### src/hdl/indexed_array_list_engine_assert.svh
// ----------------------------------------------------------------------------
// indexed_array_list_engine_assert.svh
// Assertion macros for the indexed array list engine. The bodies are empty
// when SYNTH is defined.
// ----------------------------------------------------------------------------
`ifndef INDEXED_ARRAY_LIST_ENGINE_ASSERT_SVH
`define INDEXED_ARRAY_LIST_ENGINE_ASSERT_SVH
`ifndef SYNTH
// clocked property, disabled while reset is high
`define IAE_ASSERT(lbl, clk, rst, prop, msg) \
   lbl: assert property (@(posedge clk) disable iff (rst) prop) else $error(msg);
// clocked property, checked during reset too
`define IAE_ASSERT_ALWAYS(lbl, clk, prop, msg) \
   lbl: assert property (@(posedge clk) prop) else $error(msg);
`else
`define IAE_ASSERT(lbl, clk, rst, prop, msg)
`define IAE_ASSERT_ALWAYS(lbl, clk, prop, msg)
`endif
`endif

### src/hdl/iae_pkg.sv
// ----------------------------------------------------------------------------
// iae_pkg
// Shared types and constants of the indexed array list engine.
// ----------------------------------------------------------------------------
`timescale 1ns / 1ps

package iae_pkg;

   // field widths of the request and response transfers
   localparam int CMD_W     = 3;
   localparam int POS_W     = 9;
   localparam int DATA_W    = 32;
   localparam int STAT_W    = 2;
   localparam int CNT_OUT_W = 9;

   // default store depth
   localparam int DEPTH_DEF = 256;

   typedef enum logic [CMD_W-1:0] {
      CMD_APPEND    = 3'd0,
      CMD_INSERT    = 3'd1,
      CMD_DELETE    = 3'd2,
      CMD_OVERWRITE = 3'd3,
      CMD_READ      = 3'd4,
      CMD_LENGTH    = 3'd5
   } cmd_type;

   typedef enum logic [STAT_W-1:0] {
      ST_OK    = 2'd0,
      ST_RANGE = 2'd1,
      ST_FULL  = 2'd2
   } status_type;

   typedef enum logic [2:0] {
      S_IDLE,
      S_INS_SHIFT,
      S_INS_LAST,
      S_DEL_SHIFT,
      S_RD_WAIT,
      S_FINISH
   } state_type;

   // memory port strobes
   typedef struct packed {
      logic wr_en;
      logic rd_en;
   } mem_ctl_type;

endpackage

### src/hdl/iae_ctrl.sv
// ----------------------------------------------------------------------------
// iae_ctrl
// Command sequencer: range checks, entry count, shift loops over the store
// and the response output register.
// ----------------------------------------------------------------------------
`timescale 1ns / 1ps

module iae_ctrl
   import iae_pkg::*;
#(
   parameter int DEPTH  = DEPTH_DEF,
   parameter int ADDR_W = $clog2(DEPTH)
) (
   input  logic                     clock,
   input  logic                     reset,
   // request channel
   input  logic                     req_valid,
   output logic                     req_ready,
   input  logic [CMD_W-1:0]         req_command,
   input  logic [POS_W-1:0]         req_position,
   input  logic signed [DATA_W-1:0] req_data_value,
   // response channel
   output logic                     rsp_valid,
   input  logic                     rsp_ready,
   output logic [STAT_W-1:0]        rsp_status,
   output logic signed [DATA_W-1:0] rsp_read_value,
   output logic [CNT_OUT_W-1:0]     rsp_entry_count,
   // store port
   output mem_ctl_type              mem_ctl,
   output logic [ADDR_W-1:0]        wr_addr,
   output logic [DATA_W-1:0]        wr_data,
   output logic [ADDR_W-1:0]        rd_addr,
   input  logic [DATA_W-1:0]        rd_data
);

   localparam int CNT_W = $clog2(DEPTH + 1);
   localparam int CMP_W = (CNT_W > POS_W) ? CNT_W : POS_W;

   state_type                state_ff, state_in;
   logic [CNT_W-1:0]         count_ff, count_in;
   logic [ADDR_W-1:0]        idx_ff, idx_in;
   logic [ADDR_W-1:0]        pos_ff, pos_in;
   logic [DATA_W-1:0]        val_ff, val_in;
   status_type               status_ff, status_in;
   logic [DATA_W-1:0]        rdval_ff, rdval_in;
   logic                     rsp_valid_ff, rsp_valid_in;
   logic [STAT_W-1:0]        rsp_status_ff, rsp_status_in;
   logic [DATA_W-1:0]        rsp_rdval_ff, rsp_rdval_in;
   logic [CNT_OUT_W-1:0]     rsp_count_ff, rsp_count_in;

   logic [CMP_W-1:0]         pos_c;
   logic [CMP_W-1:0]         cnt_c;
   logic                     full_c;
   logic [CNT_W:0]           del_next_c;

   // compare operands at a common width
   assign pos_c      = CMP_W'(req_position);
   assign cnt_c      = CMP_W'(count_ff);
   assign full_c     = (count_ff == CNT_W'(DEPTH));
   assign del_next_c = (CNT_W + 1)'(idx_ff) + (CNT_W + 1)'(2);

   // control registers
   always_ff @(posedge clock) begin
      if (reset) begin
         state_ff     <= S_IDLE;
         count_ff     <= '0;
         rsp_valid_ff <= 1'b0;
      end else begin
         state_ff     <= state_in;
         count_ff     <= count_in;
         rsp_valid_ff <= rsp_valid_in;
      end
   end

   // payload registers
   always_ff @(posedge clock) begin
      idx_ff        <= idx_in;
      pos_ff        <= pos_in;
      val_ff        <= val_in;
      status_ff     <= status_in;
      rdval_ff      <= rdval_in;
      rsp_status_ff <= rsp_status_in;
      rsp_rdval_ff  <= rsp_rdval_in;
      rsp_count_ff  <= rsp_count_in;
   end

   // next state, store accesses and response load
   always_comb begin
      state_in      = state_ff;
      count_in      = count_ff;
      idx_in        = idx_ff;
      pos_in        = pos_ff;
      val_in        = val_ff;
      status_in     = status_ff;
      rdval_in      = rdval_ff;
      rsp_valid_in  = rsp_valid_ff & ~rsp_ready;
      rsp_status_in = rsp_status_ff;
      rsp_rdval_in  = rsp_rdval_ff;
      rsp_count_in  = rsp_count_ff;
      mem_ctl       = '0;
      wr_addr       = pos_ff;
      wr_data       = val_ff;
      rd_addr       = pos_ff;
      req_ready     = 1'b0;

      case (state_ff)
         S_IDLE: begin
            req_ready = 1'b1;
            if (req_valid) begin
               pos_in    = ADDR_W'(req_position);
               val_in    = req_data_value;
               status_in = ST_OK;
               rdval_in  = '0;
               state_in  = S_FINISH;
               case (req_command)
                  CMD_APPEND: begin
                     if (full_c) begin
                        status_in = ST_FULL;
                     end else begin
                        mem_ctl.wr_en = 1'b1;
                        wr_addr       = ADDR_W'(count_ff);
                        wr_data       = req_data_value;
                        count_in      = count_ff + CNT_W'(1);
                     end
                  end
                  CMD_INSERT: begin
                     if (pos_c > cnt_c) begin
                        status_in = ST_RANGE;
                     end else if (full_c) begin
                        status_in = ST_FULL;
                     end else if (pos_c == cnt_c) begin
                        // insert at the end: same as append
                        mem_ctl.wr_en = 1'b1;
                        wr_addr       = ADDR_W'(count_ff);
                        wr_data       = req_data_value;
                        count_in      = count_ff + CNT_W'(1);
                     end else begin
                        // start moving entries up from the top
                        mem_ctl.rd_en = 1'b1;
                        rd_addr       = ADDR_W'(count_ff - CNT_W'(1));
                        idx_in        = ADDR_W'(count_ff);
                        state_in      = S_INS_SHIFT;
                     end
                  end
                  CMD_DELETE: begin
                     if (pos_c >= cnt_c) begin
                        status_in = ST_RANGE;
                     end else if (CMP_W'(pos_c + CMP_W'(1)) == cnt_c) begin
                        // last entry: nothing to move
                        count_in = count_ff - CNT_W'(1);
                     end else begin
                        mem_ctl.rd_en = 1'b1;
                        rd_addr       = ADDR_W'(pos_c + CMP_W'(1));
                        idx_in        = ADDR_W'(req_position);
                        state_in      = S_DEL_SHIFT;
                     end
                  end
                  CMD_OVERWRITE: begin
                     if (pos_c >= cnt_c) begin
                        status_in = ST_RANGE;
                     end else begin
                        mem_ctl.wr_en = 1'b1;
                        wr_addr       = ADDR_W'(req_position);
                        wr_data       = req_data_value;
                     end
                  end
                  CMD_READ: begin
                     if (pos_c >= cnt_c) begin
                        status_in = ST_RANGE;
                     end else begin
                        mem_ctl.rd_en = 1'b1;
                        rd_addr       = ADDR_W'(req_position);
                        state_in      = S_RD_WAIT;
                     end
                  end
                  default: begin
                     // read length and unused codes: report only
                  end
               endcase
            end
         end

         // entry idx-1 arrived: store at idx, fetch idx-2 unless idx-1 is the position
         S_INS_SHIFT: begin
            mem_ctl.wr_en = 1'b1;
            wr_addr       = idx_ff;
            wr_data       = rd_data;
            if (ADDR_W'(idx_ff - ADDR_W'(1)) == pos_ff) begin
               state_in = S_INS_LAST;
            end else begin
               mem_ctl.rd_en = 1'b1;
               rd_addr       = ADDR_W'(idx_ff - ADDR_W'(2));
               idx_in        = ADDR_W'(idx_ff - ADDR_W'(1));
            end
         end

         // gap opened: place the new word
         S_INS_LAST: begin
            mem_ctl.wr_en = 1'b1;
            wr_addr       = pos_ff;
            wr_data       = val_ff;
            count_in      = count_ff + CNT_W'(1);
            state_in      = S_FINISH;
         end

         // entry idx+1 arrived: store at idx, fetch idx+2 if in use
         S_DEL_SHIFT: begin
            mem_ctl.wr_en = 1'b1;
            wr_addr       = idx_ff;
            wr_data       = rd_data;
            if (del_next_c < {1'b0, count_ff}) begin
               mem_ctl.rd_en = 1'b1;
               rd_addr       = ADDR_W'(del_next_c);
               idx_in        = ADDR_W'(idx_ff + ADDR_W'(1));
            end else begin
               count_in = count_ff - CNT_W'(1);
               state_in = S_FINISH;
            end
         end

         S_RD_WAIT: begin
            rdval_in = rd_data;
            state_in = S_FINISH;
         end

         // hand the result to the output register once it is free
         S_FINISH: begin
            if (!rsp_valid_ff || rsp_ready) begin
               rsp_valid_in  = 1'b1;
               rsp_status_in = status_ff;
               rsp_rdval_in  = rdval_ff;
               rsp_count_in  = CNT_OUT_W'(count_ff);
               state_in      = S_IDLE;
            end
         end

         default: begin
            state_in = S_IDLE;
         end
      endcase
   end

   assign rsp_valid       = rsp_valid_ff;
   assign rsp_status      = rsp_status_ff;
   assign rsp_read_value  = rsp_rdval_ff;
   assign rsp_entry_count = rsp_count_ff;

endmodule

### config.mk
export PLATFORM = sky130hd
export DESIGN_NAME = iae_ctrl
export DESIGN_NICKNAME = d
export VERILOG_FILES = /design/src/hdl/indexed_array_list_engine_assert.svh /design/src/hdl/iae_pkg.sv /design/src/hdl/iae_ctrl.sv
export SDC_FILE = /design/constraint.sdc
export NUM_CORES = 1
export LEC_CHECK = 0
export ABC_AREA = 1
export BUFFER_PORTS_ARGS = -buffer_cell sky130_fd_sc_hd__buf_2
export CAP_MARGIN = 20
export CORE_MARGIN = 2
export CORE_UTILIZATION = 45
export CTS_BUF_LIST = sky130_fd_sc_hd__clkbuf_4 sky130_fd_sc_hd__clkbuf_8
export DETAILED_ROUTE_END_ITERATION = 6
export GPL_ROUTABILITY_DRIVEN = 1
export GPL_TIMING_DRIVEN = 1
export PLACE_DENSITY = 0.65
export RECOVER_POWER = 100
export SYNTH_ARGS = -nofsm -noshare
export SYNTH_HDL_FRONTEND = slang
export SYNTH_SLANG_ARGS = --single-unit
### constraint.sdc
create_clock -name clock -period 9.1 [get_ports clock]
set_input_delay 0.455 -clock clock [delete_from_list [all_inputs] [get_ports clock]]
set_output_delay 0.455 -clock clock [all_outputs]
set_load 0.02 [all_outputs]
# Yosys cells after proc, flatten, opt, wreduce, memory -nomap -nowiden
# Cells that the tools add are included.
[word_totals]
regBits = 138
input_bits = 80
out_inout_bits = 95
wordCells = 151
[classes]
add_sub_neg = 7
n_lt_le_gt_ge = 3
eq_ne = 29
n_mux = 82
bitwise = 2
reduce_logical = 17
[op_table]
columns = ["operator", "n"]
rows = [
  ["$mux 32", 7],
  ["$mux 8", 22],
  ["$pmux 32 s2", 2],
  ["$pmux 32 s3", 1],
  ["$pmux 8 s3", 4],
  ["$mux 9", 8],
  ["$pmux 9 s3", 2],
  ["$pmux 8 s2", 2],
  ["$mux 3", 9],
  ["$ne 3x3->1 const B", 8],
  ["$reduce_and 10->1", 2],
  ["$add 9x1->9 const B", 2],
  ["$eq 9x9->1", 2],
  ["$pmux 3 s5", 1],
  ["$mux 1", 13],
  ["$eq 3x2->1 const B", 4],
  ["$ne 2x2->1 const B", 6],
  ["$mux 2", 5],
  ["$add 8x2->9 const B", 1],
  ["$eq 3x3->1 const B", 3],
  ["$eq 9x9->1 const B", 1],
  ["$ge 9x9->1", 1],
  ["$gt 9x9->1", 1],
  ["$lt 9x9->1", 1],
  ["other kinds (23)", 32],
]

# Depth between registers and ports, before layout
# Gate-level depths: netlist of the first run.
[logic_depth]
depth_word = 7
depth_mapped = 20

# Worst setup path after synthesis of the first run
# OpenSTA, ideal clock, no wires.
[synth_path]
path_kind = "register to register"
start = "reg state_ff[1]"
end = "reg rdval_ff[0], enable pin"
setup_ps = 387
arrival_ps = 3516
t_required_ps = 8713
path_slack_ps = 5197
stages_incl_launch_ff = 9
n_path_buf = 1
cell_sequence = "dfxtp_1 -> nor2_1 -> inv_1 -> nor2_1 -> buf_4 -> inv_1 -> nor2_1 -> nor2_1 -> inv_1"
[synth_via]
elab_chain_cells = 3
[synth_lines]
columns = ["element", "line_no", "rtl"]
rows = [
  ["start: declaration", "iae_ctrl.sv:39", "state_type state_ff, state_in;"],
  ["start signal: assignment", "iae_ctrl.sv:69", "state_ff <= state_in;"],
  ["$eq 3x3->1 or $logic_not 3->1 (tied branches)", "iae_ctrl.sv:106", "case (state_ff)"],
  ["$reduce_bool 2->1 (no source line) or $ne 2x2->1 (tied branches)", "n/a", ""],
  ["$reduce_and 2->1 (no source line) *", "n/a", ""],
  ["end signal: assignment", "iae_ctrl.sv:81", "rdval_ff <= rdval_in;"],
  ["end: declaration", "iae_ctrl.sv:45", "logic [DATA_W-1:0] rdval_ff, rdval_in;"],
]
# Every way passes the cells marked *; elsewhere a longest branch is shown, timed or not.
# A chain may end at the register's enable or synchronous reset.

# Worst setup path after layout of the first run
[layout_path]
start = "reg state_ff[1]"
end = "reg rdval_ff[17], enable pin"
# The elaborated chain is that of the path after synthesis.

==> results of run 1 <==
==> worst paths after layout <==
kind                 startpoint  slack, ps                 to
min          req_data_value[24]        190         val_ff[24]
min reg2reg         rdval_ff[1]        410  rsp_read_value[1]
max reg2reg         state_ff[1]       3280       rdval_ff[17]
max                 state_ff[1]       3280       rdval_ff[17]
==> routing by layer <==
layer / global-route usage [%] / vias up / routed length, um
met2: 42.0 / 391 / 13000
met5: 0 / - / 0
li1: - / 4095 / -
met3: 4.34 / 52 / 2070
met4: 9.31 / 0 / 819
met1: 36.1 / 3824 / 12200
==> critical path, cell delays in order, from the launching register on <==
cell and delay (ps):
dfxtp_1 350, nor2_1 130, inv_1 70, nor2_1 1320, buf_4 530, inv_1 320, nor2_4 160, clkbuf_1 1940
nor2_1 80, inv_1 120, buf_4 400
==> Yosys cell counts, drive strengths merged <==
| cell type | count | area share, % |
|---|---|---|
| a211oi | 2 | 0.17 |
| a21boi | 1 | 0.084 |
| a21o | 1 | 0.084 |
| a21oi | 50 | 2.8 |
| a22oi | 36 | 3.0 |
| a31oi | 2 | 0.14 |
| buf | 23 | 1.8 |
| clkbuf | 19 | 0.81 |
| clkinv | 2 | 0.084 |
| dfxtp | 13 | 2.9 |
| edfxtp | 125 | 42 |
| ha | 26 | 3.6 |
| inv | 157 | 6.6 |
| nand2 | 286 | 12 |
| nand3 | 78 | 4.5 |
| nand3b | 3 | 0.25 |
| nand4 | 14 | 1.0 |
| nor2 | 129 | 5.6 |
| nor3 | 7 | 0.39 |
| nor3b | 1 | 0.084 |
| nor4 | 1 | 0.070 |
| o2111ai | 4 | 0.39 |
| o211ai | 32 | 2.8 |
| o21a | 1 | 0.084 |
| o21ai | 59 | 3.3 |
| o21bai | 23 | 2.8 |
| o22ai | 4 | 0.28 |
| o311ai | 1 | 0.098 |
| or2 | 3 | 0.24 |
| xnor2 | 1 | 0.098 |
| xor2 | 19 | 1.9 |
==> sequential cells by signal (all words and copies together), names as in the netlist <==
signal           count
cnt_c                9
idx_ff               8
pos_ff               8
rdval_ff            32
rsp_entry_count      9
rsp_read_value      32
rsp_status           2
rsp_valid            1
state_ff             3
status_ff            2
val_ff              32
==> power by group <==
group	total [mW]	internal (mW)	switching, mW	leakage [nW]
Clock	0.545	0.260	0.285	0.212
Combinational	2.01	0.560	1.45	3.03
Sequential	1.12	0.973	0.143	1.29
==> layout make-up <==
type / instances / area [um2]
clock inverter: 15 / 194
sequential: 138 / 4010
inverter: 159 / 597
timing repair buffer: 184 / 763
tap: 265 / 332
clock buffer: 17 / 234
fill: 1985 / 9260
multi-input combinational: 784 / 4130
==> logic make-up after synthesis <==
logic type	count (synthesis)
and+or+nand+nor	522
AOI/OAI and AO/OA	216
buffers and inverters	201
DFF	138
adders and majority gates	26
xor gates and xnor gates	20
==> results.toml, run 1 <==
[critical_path]
reg2reg_depth = 10
cp.arrival_ps = 5910
path_class = "register to register"
crit_fanout = 43
cp-start-kind = "register"
crit_required_ps = 9190
worstSetupEndpointType = "register"

[yosys]
syn_avg_cell_area_um2 = 7.98
syn_nets = 1229
synth-compound-area-share_pct = 16.1
netlist_instances = 1123
ys_warn_count = 0
synthMuxAreaShare_pct = 0
synth_fa_ha_area_share_pct = 3.63
synth_area_mm2 = 0.00896
seq_area_frac_synth_pct = 44.8
synth_top_family_by_area = "simple AND/OR/NAND/NOR gates"
ys_seq_elements = 138
yosys.area_share.simple_pct = 24.2
ys_types = 45
synth_xor_area_share_pct = 1.96

[timing]
drv_slew = 114
finalClockSkew_ps = 15.3
final.setup.tns_ps = 0
setup_viol = 0
rsz0062_at_grt = "no"
fmax_ghz = 0.172
holdWs_ps = 192
setup_slack_ps = 3280
maxSlewHeadroom_pct = -81.1
fin_crit_sh_pct = 63.9
worst_pin_slew_ps = 2720
hold_violations = 0
period_needed_ps = 5820

[cells_and_area]
final_util_pct = 52.6
final_cell_count_no_fill = 1562
nets = 1390
fin_area_mm2 = 0.0103
mostFrequentLayoutCells = "nand2_1 (283), inv_1 (153), clkbuf_1 (136)"
diodes = 0
final_common_cell = "nand2_1"
drive_gt1_share_pct = 9.48
area_growth_pct = 14.6

[power_and_ir_drop]
leakagePower_nw = 4.53
max-vdd-ir-drop_v = 0.000186
power.total_mw = 3.67
p_per_area_mw_per_mm2 = 358

[die]
std_cell_rows = 51
die_h_um = 145
die_w_um = 145
core-area_mm2 = 0.0195
dieArea_mm2 = 0.0210
pin_count = 175
start_util_pct = 45.9

[clocking]
insertion_delay_ps = 450
cts.sinks = 138
cts_resized = 0
cts_setup_buffers = 0
cts_tree = "yes"
ctsHoldBuffers = 0
cts_buffers = 17
clk_pin_slew_ps = 100
cts-root-buf = "clkbuf_8"
htreeDepth = 4
clockBufferDepth = 2

[drt]
ant_nets = 0
wl_per_cell_um = 18.0
vias_per_cell = 5.35
drt_wl_total_um = 28100
route.detailed.drc = 4
drtPass1Iterations = 7
dr_total_vias = 8362
drt_iter0_drc = 858

[placement]
port_buffers = 174
dp_hpwl_um = 20800
pre_cts_ws_ps = 4590
place_inst = 1528
gp_congestion = 1.01
postPlaceCellArea_mm2 = 0.0100

[global_routing]
grt_max_degree = 66
grt_util_all_layers_pct = 26.2
grt_pass1_wl_um = 43000
grt_pass1_vias = 7597
overflow = 0
antenna_found_initial = 0

[worst_hold_path]
hold_depth = 1
min_path_type = "input port to register"

[run_status]
violations = "DRC, capacitance limit, slew limit"
status = "finished with violations"

[run]
cap_violations = 4
No activity file was read; power rests on OpenSTA's default activity.
==> run 2, diff against run 1 <==
--- a/config.mk
+++ b/config.mk
@@ -14,7 +14,7 @@
 export DETAILED_ROUTE_END_ITERATION = 6
 export GPL_ROUTABILITY_DRIVEN = 1
 export GPL_TIMING_DRIVEN = 1
-export PLACE_DENSITY = 0.65
+export PLACE_DENSITY = 0.68
 export RECOVER_POWER = 100
 export SYNTH_ARGS = -nofsm -noshare
 export SYNTH_HDL_FRONTEND = slang
==> constraint.sdc (replaced) <==
create_clock -name clock -period 5 [get_ports clock]
set_input_delay 0.25 -clock clock [delete_from_list [all_inputs] [get_ports clock]]
set_output_delay 0.25 -clock clock [all_outputs]
set_load 0.02 [all_outputs]
==> results.toml, run 2 (synthesis gave the netlist of run 1 again) <==
[global_routing]
antenna_found_initial = 0
grt_pass1_wl_um = 44400
overflow = 0
grt_pass1_vias = 8098
grt_max_degree = 48
grt_util_all_layers_pct = 26.8

[drt]
drt_iter0_drc = 826
route.detailed.drc = 0
dr_total_vias = 8662
ant_nets = 0
drt_wl_total_um = 28700
drtPass1Iterations = 5
vias_per_cell = 5.43
wl_per_cell_um = 18.0

[critical_path]
path_class = "register to output port"
r2r-start = "state_ff[1]"
crit_path_top_delay_cell = "o211ai_4"
worstSetupEndpointType = "output port"
crit_required_ps = 4750
crit_fanout = 29
max_stage_delay_ps = 800
worstPathCellList = "clkbuf_1 > inv_1 > ha_1 > nand2_1 > nor2_1 > nand4_1 > nand4_1 > buf_4 > inv_1 > o211ai_4 > buf_4 > o211ai_1 > nand2_1 > clkbuf_1"
cp-start-kind = "register"
cp.arrival_ps = 4370
crit_start = "cnt_c[7]"

[placement]
dp_hpwl_um = 21000
place_inst = 1539
gp_congestion = 0.991
pre_cts_ws_ps = 1100
port_buffers = 174

[cells_and_area]
n_fill_cell = 1929
nets = 1424
diodes = 0
final_cell_count_no_fill = 1596
drive_gt1_share_pct = 10.4
area_growth_pct = 18.0
mostFrequentLayoutCells = "nand2_1 (283), inv_1 (153), clkbuf_1 (132)"
final_common_cell = "nand2_1"

[timing]
rsz0062_at_grt = "no"
maxSlewHeadroom_pct = -60.7
worst_pin_slew_ps = 2410
drv_slew = 72
finalClockSkew_ps = 9.75
hold_violations = 0
fmax_ghz = 0.216
final.setup.tns_ps = 0
setup_slack_ps = 379
setup_viol = 0
period_needed_ps = 4620
fin_crit_sh_pct = 92.4

[run]
cap_violations = 2

[power_and_ir_drop]
leakagePower_nw = 4.68
power.total_mw = 6.70
p_per_area_mw_per_mm2 = 634
max-vdd-ir-drop_v = 0.000306

[die]
std_cell_rows = 51
core-area_mm2 = 0.0195
die_w_um = 145
dieArea_mm2 = 0.0210
pin_count = 175
start_util_pct = 45.9
die_h_um = 145

[clocking]
insertion_delay_ps = 450
cts_buffers = 17
clk_pin_slew_ps = 100
cts_setup_buffers = 0
htreeDepth = 4
clockBufferDepth = 2
cts-root-buf = "clkbuf_8"
cts_resized = 0
cts.sinks = 138
cts_tree = "yes"

[worst_hold_path]
min_path_type = "input port to register"
min_from = "req_data_value[20]"

[run_status]
status = "finished with violations"
violations = "capacitance limit, slew limit"
## run 2: cell count changes in the layout (fill, tap and decap cells not counted), moves of 2 or more
cell	change
nor2_1	-2
buf_4	+3
buf_2	+9
clkbuf_1	-4
dlygate4sd3_1	+25
## run 2: power breakdown
| group | switching [mW] | internal [mW] |
|---|---|---|
| Clock | 0.529 | 0.424 |
| Sequential | 0.221 | 1.77 |
| Combinational | 2.70 | 1.06 |
## run 2: timing repair
item                       in CTS  in global routing
setup endpoints to repair       0                  0
hold buffers                   25                  0
hold endpoints to repair       25                  0
## run 2: worst max-delay path, delay by kind of cell, from the launching register on
kind	cells	cell delay, ps
AOI/OAI and AO/OA	2	910
adders and majority gates	1	380
buffers and inverters	6	1680
DFF	1	330
and+or+nand+nor	5	580
## run 2: metal layers
metal	track usage (%)	vias up	share of wire, %
li1	-	4164	-
met1	35.5	3987	42
met2	43.6	438	46
met3	3.93	73	7.4
met4	12.0	0	3.8
met5	0	-	0
## run 2: through the flow
stage,hold slack [ps],utilization [%],area (um2)
3_3_place_gp,401,51.9,10100
2_1_floorplan,319,-,8960
3_5_place_dp,405,51.9,10100
5_1_grt,50.9,54.2,10600
6_report,58.3,54.2,10600
4_1_cts,0.855,55.2,10800
## run 2: layout make-up
class | instances | area, um2 | area share [%]
Clock buffer | 17 | 234 | 2.21
Sequential cell | 138 | 4010 | 38.0
Multi-Input combinational cell | 784 | 4140 | 39.1
Clock inverter | 15 | 173 | 1.63
Inverter | 159 | 597 | 5.64
Timing Repair Buffer | 218 | 1090 | 10.3
Tap cell | 265 | 332 | 3.14
## run 2: worst paths after layout
check / to / slack, ps / cells past startpoint
setup / recovery: wr_data[3] / 380 / 14
hold / removal: val_ff[20] / 60 / 1
setup reg to reg: rdval_ff[20] / 960 / 9
hold reg to reg: rsp_read_value[17] / 410 / 0
==> run 3, diff against run 2 <==
--- a/config.mk
+++ b/config.mk
@@ -14,7 +14,7 @@
 export DETAILED_ROUTE_END_ITERATION = 6
 export GPL_ROUTABILITY_DRIVEN = 1
 export GPL_TIMING_DRIVEN = 1
-export PLACE_DENSITY = 0.68
+export PLACE_DENSITY = 0.65
 export RECOVER_POWER = 100
 export SYNTH_ARGS = -nofsm -noshare
 export SYNTH_HDL_FRONTEND = slang
==> constraint.sdc (replaced) <==
create_clock -name clock -period 4.95 [get_ports clock]
set_input_delay 0.2475 -clock clock [delete_from_list [all_inputs] [get_ports clock]]
set_output_delay 0.2475 -clock clock [all_outputs]
set_load 0.02 [all_outputs]
==> results.toml, run 3 (synthesis gave the netlist of run 1 again) <==
[die]
core-area_mm2 = 0.0195
start_util_pct = 45.9
die_w_um = 145
std_cell_rows = 51
pin_count = 175
die_h_um = 145
dieArea_mm2 = 0.0210

[clocking]
clockBufferDepth = 2
clk_pin_slew_ps = 100
cts_tree = "yes"
cts.sinks = 138
cts-root-buf = "clkbuf_8"
cts_buffers = 17
insertion_delay_ps = 470
htreeDepth = 4

[cells_and_area]
mostFrequentLayoutCells = "nand2_1 (283), inv_1 (152), clkbuf_1 (128)"
final_util_pct = 54.3
multi_input_area_mm2 = 0.00415
drive_gt1_share_pct = 10.5
fin_area_mm2 = 0.0106
final_common_cell = "nand2_1"
register_area_mm2 = 0.00401
area_growth_pct = 18.4
nets = 1427
diodes = 0
final_cell_count_no_fill = 1599
n_fill_cell = 1990

[critical_path]
cp.arrival_ps = 4400
reg2reg_to = "rdval_ff[18]"
worstSetupEndpointType = "output port"
crit_fanout = 65
max_stage_delay_ps = 630
path_class = "register to output port"
crit_required_ps = 4700
cp.buffers_inverters = 4
cp-start-kind = "register"
cpMostUsedCell = "nand2_1"
worstPathCellList = "clkinv_1 > ha_1 > nand2_1 > nor2_1 > nand3_1 > nand4_1 > clkinvlp_2 > o211ai_4 > buf_12 > nand2_1 > o21ai_1 > nand2_1 > nand2_1 > clkbuf_1"
reg2reg_depth = 9
cpLargestDelayFamily = "buffers and inverters"
crit_path_top_delay_cell = "dfxtp_1"
r2r-start = "state_ff[1]"
rrSetupSlack_ps = 410

[drt]
ant_nets = 0
vias_per_cell = 5.38
drt_iter0_drc = 861
drt_wl_total_um = 28700
dr_total_vias = 8599
drtPass1Iterations = 7
wl_per_cell_um = 17.9
route.detailed.drc = 0

[worst_hold_path]
min_from = "reset"
hold_end = "cnt_c[0]"
min_path_type = "input port to register"
hold_depth = 2

[placement]
port_buffers = 174
gp_congestion = 0.984
place_inst = 1532
dp_hpwl_um = 21000
postPlaceCellArea_mm2 = 0.0101
pre_cts_ws_ps = 936

[power_and_ir_drop]
leakagePower_nw = 4.70
switching_share_pct = 52.0
power_frac_seq_pct = 30.1
p_per_area_mw_per_mm2 = 635
max-vdd-ir-drop_v = 0.000289
p_switching_mw = 3.50
power.internal_mw = 3.23
p_clk_share_pct = 13.5
p_comb_share_pct = 56.4

[run_status]
status = "finished with violations"
violations = "capacitance limit, slew limit"

[timing]
period_needed_ps = 4640
fin_crit_sh_pct = 93.8
worst_pin_slew_ps = 2710
maxSlewHeadroom_pct = -80.8
final.setup.tns_ps = 0
setup_viol = 0
setup_slack_ps = 307
fmax_ghz = 0.215
finalClockSkew_ps = 20.8
rsz0062_at_grt = "no"
hold_violations = 0
drv_slew = 44

[global_routing]
grt_pass1_wl_um = 43900
grt_max_degree = 66
antenna_found_initial = 0
grt_util_all_layers_pct = 26.6
overflow = 0
grt_pass1_vias = 7902

[run]
cap_violations = 1
-- run 3: worst register-to-register path, stage by stage (launching register included) --
cell and delay, ps:
dfxtp_1 350, nor2_1 130, inv_1 90, nor2_4 570
inv_1 470, nor2_1 860, clkbuf_2 890, nor2_1 80
inv_1 70, buf_2 620
-- run 3: layout make-up --
class / count / share of cell area [%]
tap: 265 / 3.13
timing repair buffer: 221 / 10.6
clock inverter: 15 / 1.43
inverter: 159 / 5.64
sequential: 138 / 37.8
multi-input combinational: 784 / 39.1
clock buffer: 17 / 2.21
-- run 3: power by group through the flow --
stage	logic (mW)	clock network, mW	registers [mW]
3_5_place_dp	3.83	0	2.04
3_3_place_gp	3.81	0	2.02
2_1_floorplan	2.62	0	1.98
5_1_grt	4.13	0.971	2.06
4_1_cts	3.87	0.930	2.01
6_report	3.80	0.910	2.03
-- run 3: layer usage --
metal | vias to the layer above | routed length (um) | global-route usage [%]
met5 | - | 0 | 0
met1 | 3974 | 12600 | 36.5
met4 | 0 | 904 | 11.5
li1 | 4171 | - | -
met3 | 58 | 2110 | 4.03
met2 | 396 | 13100 | 42.1
-- run 3: worst max-delay path by stage --
| stage | from | end | slack [ps] | cells past startpoint |
|---|---|---|---|---|
| 2_1_floorplan | state_ff[1] | rdval_ff[0] | 1050 | 8 |
| 3_3_place_gp | cnt_c[4] | wr_data[7] | 930 | 15 |
| 3_5_place_dp | cnt_c[4] | rd_addr[2] | 940 | 17 |
| 4_1_cts | cnt_c[4] | wr_data[9] | 410 | 15 |
| 5_1_grt | cnt_c[4] | wr_data[28] | 90 | 16 |
| 6_report | cnt_c[4] | wr_data[21] | 310 | 14 |
-- run 3: repair_timing --
| action | in CTS | in global routing |
|---|---|---|
| setup endpoints to repair | 0 | 16 |
| resized for setup | 0 | 1 |
| setup buffers | 0 | 2 |
| endpoints found under the hold margin | 32 | 0 |
| hold buffers | 32 | 0 |
-- run 3: per-stage QoR --
step / total power [mW] / hold WS (ps)
after floorplan: 4.60 / 317
after CTS: 6.81 / 43.4
after detailed placement: 5.87 / 405
after global routing: 7.17 / 68.5
after global placement: 5.84 / 400
final: 6.73 / 77.6
